$ cat config.mk
export PLATFORM = sky130hd
export DESIGN_NAME = dch_ctrl
export DESIGN_NICKNAME = d
export VERILOG_FILES = /design/src/dch_pkg.sv /design/src/dch_ctrl.sv
export SDC_FILE = /design/constraint.sdc
export NUM_CORES = 1
export LEC_CHECK = 0
export ABC_AREA = 1
export BUFFER_PORTS_ARGS = -buffer_cell sky130_fd_sc_hd__buf_4
export CORE_AREA = 4 4 41 43
export DETAILED_ROUTE_END_ITERATION = 7
export DIE_AREA = 0 0 45 47
export GPL_TIMING_DRIVEN = 0
export SLEW_MARGIN = 20
export SYNTH_ARGS = -nofsm -noshare
export SYNTH_HDL_FRONTEND = slang
export SYNTH_SLANG_ARGS = --single-unit
$ cat constraint.sdc
create_clock -name clk_i -period 0.9 [get_ports clk_i]
set_input_delay 0.09 -clock clk_i [delete_from_list [all_inputs] [get_ports clk_i]]
set_output_delay 0.09 -clock clk_i [all_outputs]
set_load 0.005 [all_outputs]
$ cat src/dch_pkg.sv
// Shared constants and controller/datapath interface types for the distinct color histogram.
// No dependencies; every other file of the block imports this package.
package dch_pkg;

  localparam int unsigned TableEntriesDefault = 64;
  localparam int unsigned ColorW = 32;
  localparam int unsigned CountW = 16;
  localparam int unsigned EntryNumW = 6;
  localparam int unsigned InDataW = 32;
  localparam int unsigned OutDataW = 72;

  typedef struct packed {
    logic capture;
    logic update;
    logic shift;
  } cmd_t;

  typedef struct packed {
    logic frame_end;
    logic final_entry;
  } status_t;

endpackage

$ cat src/dch_ctrl.sv
// Controller of the histogram: sequences capture, write-back and the table dump.
// Depends on dch_pkg.
module dch_ctrl (
  input  logic             clk_i,
  input  logic             rst_ni,
  input  logic             in_valid_i,
  output logic             in_ready_o,
  output logic             out_valid_o,
  input  logic             out_ready_i,
  input  dch_pkg::status_t status_i,
  output dch_pkg::cmd_t    cmd_o
);
  import dch_pkg::*;

  typedef enum logic [1:0] {
    StIdle,
    StUpdate,
    StDump
  } state_e;

  state_e state_q, state_d;

  always_comb begin
    state_d       = state_q;
    in_ready_o    = 1'b0;
    out_valid_o   = 1'b0;
    cmd_o         = '0;
    case (state_q)
      StIdle: begin
        in_ready_o    = 1'b1;
        cmd_o.capture = in_valid_i;
        if (in_valid_i) begin
          state_d = StUpdate;
        end
      end
      StUpdate: begin
        cmd_o.update = 1'b1;
        state_d      = status_i.frame_end ? StDump : StIdle;
      end
      StDump: begin
        out_valid_o = 1'b1;
        cmd_o.shift = out_ready_i;
        if (out_ready_i && status_i.final_entry) begin
          state_d = StIdle;
        end
      end
      default: begin
        state_d = StIdle;
      end
    endcase
  end

  always_ff @(posedge clk_i or negedge rst_ni) begin
    if (!rst_ni) begin
      state_q <= StIdle;
    end else begin
      state_q <= state_d;
    end
  end

endmodule

======== Word level (Yosys, flattened, before mapping) ========
Index checks and enable logic that the tools add are counted.
cells by class
  muxes and demuxes ....................... 9
  eq/ne operators ......................... 4
  reductions and logical operators ........ 3
operators by type and width
  kind                count
  $mux 2              3
  $pmux 2 s3          1
  $mux 1              5
  $ne 2x2->1 const B  2
  $eq 2x1->1 const B  1
  $eq 2x2->1 const B  1
  $logic_not 2->1     1
  $reduce_and 2->1    1
  $logic_and 1x1->1   1
word-level totals
  flip-flop bits (word level) ............. 2
  word-level logic and storage cells ...... 17

======== Longest topological paths before layout ========
  depth after elaboration ................. 3
  mapped depth ............................ 3
  depth with buffers taken out ............ 3

======== Worst setup path before layout ========
Ideal clock, no wire load.
  path kind ............................... reg-to-output
  from .................................... reg state_q[1]
  to ...................................... out cmd_o[2] in the netlist's numbering
  arrival ................................. 647 ps
  buffers on the path ..................... 0
  setup slack ............................. 163 ps
  cell stages (with the launch flop) ...... 2
  path through ............................ dfrtp_1 -> nor3b_1
RTL lines
  element                 line            text
  from (decl)             dch_ctrl.sv:21  state_e state_q, state_d;
  from (signal assigned)  dch_ctrl.sv:55  state_q <= StIdle;
  from (signal assigned)  dch_ctrl.sv:57  state_q <= state_d;
  to (decl)               dch_ctrl.sv:11  output dch_pkg::cmd_t cmd_o

==> flow_summary.ini <==
[critical_path]
r2r_slack_ps = 170
critPathArrivalTime_ps = 990
r2r_start = state_q[1]
critPathCaptureType = output port
cp.required_ps = 810
path_class = reg2out
start_kind = register
cp_max_fo = 7
r2r_cells = 1
crit_start = state_q[1]
worstSetupEndpoint = cmd_o[2]
reg2reg_to = state_q[0]

[synthesis]
synth.area.top_cells = dfrtp_1 (47%), nor3b_1 (14%), nor2_1 (10%), nand3_1 (9.3%), nand2_1 (7.0%)
synth_cell_type_count = 8
yosysTopAreaCellShare_pct = 46.5
synth_top_flop_cell = dfrtp_1
synth.most_common_cell = nor2_1
syn-num-nets = 20
synth-edff-count = 0
synth_area_leader_cell = dfrtp_1
seq_area_frac_synth_pct = 46.5
synth_warnings = 0
ys_ff_latch = 2
syn_area_sq_um = 108
synthArstFlopShare_pct = 100
avgSynthCellArea_sq_um = 7.69
netlist_top_cells_count = nor2_1 (3), dfrtp_1 (2), nand2_1 (2), nand3_1 (2), nor3b_1 (2)
synthCells = 14

[sta]
rsz0062_at_grt = true
worst_pin_slew_ps = 138
drv_slew = 0
skew_ps = 7.83
timing.fmax_mhz = 928
hold_violations = 0
period_share_pct = 120
setup_viol_count_final = 5
layout_setup_ws_ps = -177
period_needed_ps = 1080
max_slew_margin_pct = 90.8

[worst_hold_path]
worstHoldPathType = in2reg

[pwr]
p_sw_mw = 0.186
comb_power_share_pct = 34.8
clkPwrFrac_pct = 35.4
powerDensity_nw_per_um2 = 2410
power_frac_seq_pct = 29.8
p_int_mw = 0.397
power.total_mw = 0.583
vdd_drop_max_v = 0.000768
switching_share_pct = 32.0
leakagePower_nw = 0.123

[floorplan]
core-area_sq_um = 1300
num_rows = 13
die-height_microns = 47
ioPinCount = 11
initial_core_util_pct = 8.27
chipWidth_microns = 45
die-area_sq_um = 2120

[layout]
top_register = state_q
design_area_sq_um = 241
fillers = 157
n_antenna_cell = 0
multiInputGateArea_sq_um = 55.1
regArea_sq_um = 52.6
utilization_pct = 18.6
reg.largest.list = state_q (2)
drive_gt1_share_pct = 64.3
syn2layout_area_growth_pct = 124
largest_reg_flops = 2
nets = 36

[route]
firstDrtPassIters = 2
vias_per_cell = 3.19
ant_nets = 0
drc = 0
num_vias = 137
drt-total-wl_microns = 367
drt-initial-drc-count = 6
wl_per_cell_microns = 8.53

[clocking]
cts_htree_levels = 1
clk_latency_ps = 230
cts.sinks = 2
cts_tree = done
cts.path.max_buffers = 2
cts_setup_buffers = 0
root_buffer = clkbuf_4
clkTransAtPathRegs_ps = 30
cts_inserted_buffers = 3

[global_route]
grt_pass1_wl_microns = 607
grt_max_degree = 8
grt_antenna_before_repair = 0
grt_usage_pct = 4.90
grt_pass1_vias = 134
grt_overflow = 0

[placement]
pre_cts_slack_ps = -9.01
port_buffers = 10
place_area_sq_um = 201
hpwl_microns = 262
place_congestion = 0.647

[run]
drv_cap = 0

[outcome]
violations = negative setup slack
outcome = finished with violations
==> worst min path at each step <==
stage           startpoint    endpoint  slack [ps]  cells past startpoint
6_report       status_i[1]  state_q[1]         120                      3
5_1_grt         in_valid_i  state_q[0]         120                      2
4_1_cts        status_i[1]  state_q[1]         110                      3
3_5_place_dp        rst_ni  state_q[0]        -130                      1
3_3_place_gp        rst_ni  state_q[0]        -130                      1
2_1_floorplan       rst_ni  state_q[0]        -210                      0
==> final cells by class <==
cell class	count	share of cell area, %
inverters	2	3.11
well taps	15	7.77
flip-flops and latches	2	21.8
repair buffers	11	35.2
clock buffers	3	9.33
multi-input cells	10	22.8
==> layout by cell type (no fill, tap or decap), drive strengths merged <==
master       netlist  final
clkbuf             0      3
nor2               3      3
dfrtp              2      2
and3               1      1
dlygate4sd3        0      1
nand2              2      2
buf                0     10
nor3b              2      2
inv                2      2
nand3              2      2
==> timing repair <==
item	in CTS	in global routing
hold endpoints to repair	2	0
gates resized for setup	4	0
hold buffers	1	0
pin swaps	3	0
setup endpoints to repair	5	5
==> critical path, cell delays in order, from the launching register on <==
cell     delay (ps)
dfrtp_2         440
nor3b_2         180
buf_4           130
==> per-stage QoR <==
step / hold WS (ps) / TNS (ps) / cells
2_1_floorplan: -206 / 0 / 14
3_3_place_gp: -126 / 0 / 39
3_5_place_dp: -126 / -9.01 / 39
4_1_cts: 114 / -703 / 43
5_1_grt: 123 / -990 / 43
6_report: 116 / -645 / 43
==> power by group through the flow <==
stage | logic (mW) | clock network [mW] | registers (mW)
after global placement | 0.194 | 0 | 0.162
after floorplan | 0.0771 | 0 | 0.151
final | 0.203 | 0.206 | 0.174
after detailed placement | 0.195 | 0 | 0.164
after CTS | 0.207 | 0.212 | 0.175
after global routing | 0.230 | 0.235 | 0.183
==> layer usage <==
metal  GRT usage, %  routed length [microns]  vias to the layer above
met3           5.75                       86                        0
met5              0                        0                        -
met2           3.39                       82                       13
met1           5.92                      198                       50
li1               -                        -                       74
met4           5.26                        0                        0
==> kinds of logic (layout without fill, tap and decap cells) <==
| group | count (synthesis) | in the layout | synth area share [%] |
|---|---|---|---|
| simple gates | 10 | 10 | 46.5 |
| flops | 2 | 2 | 46.5 |
| buf+inv | 2 | 16 | 6.97 |
Note: power is estimated with default switching activity, not from simulation.
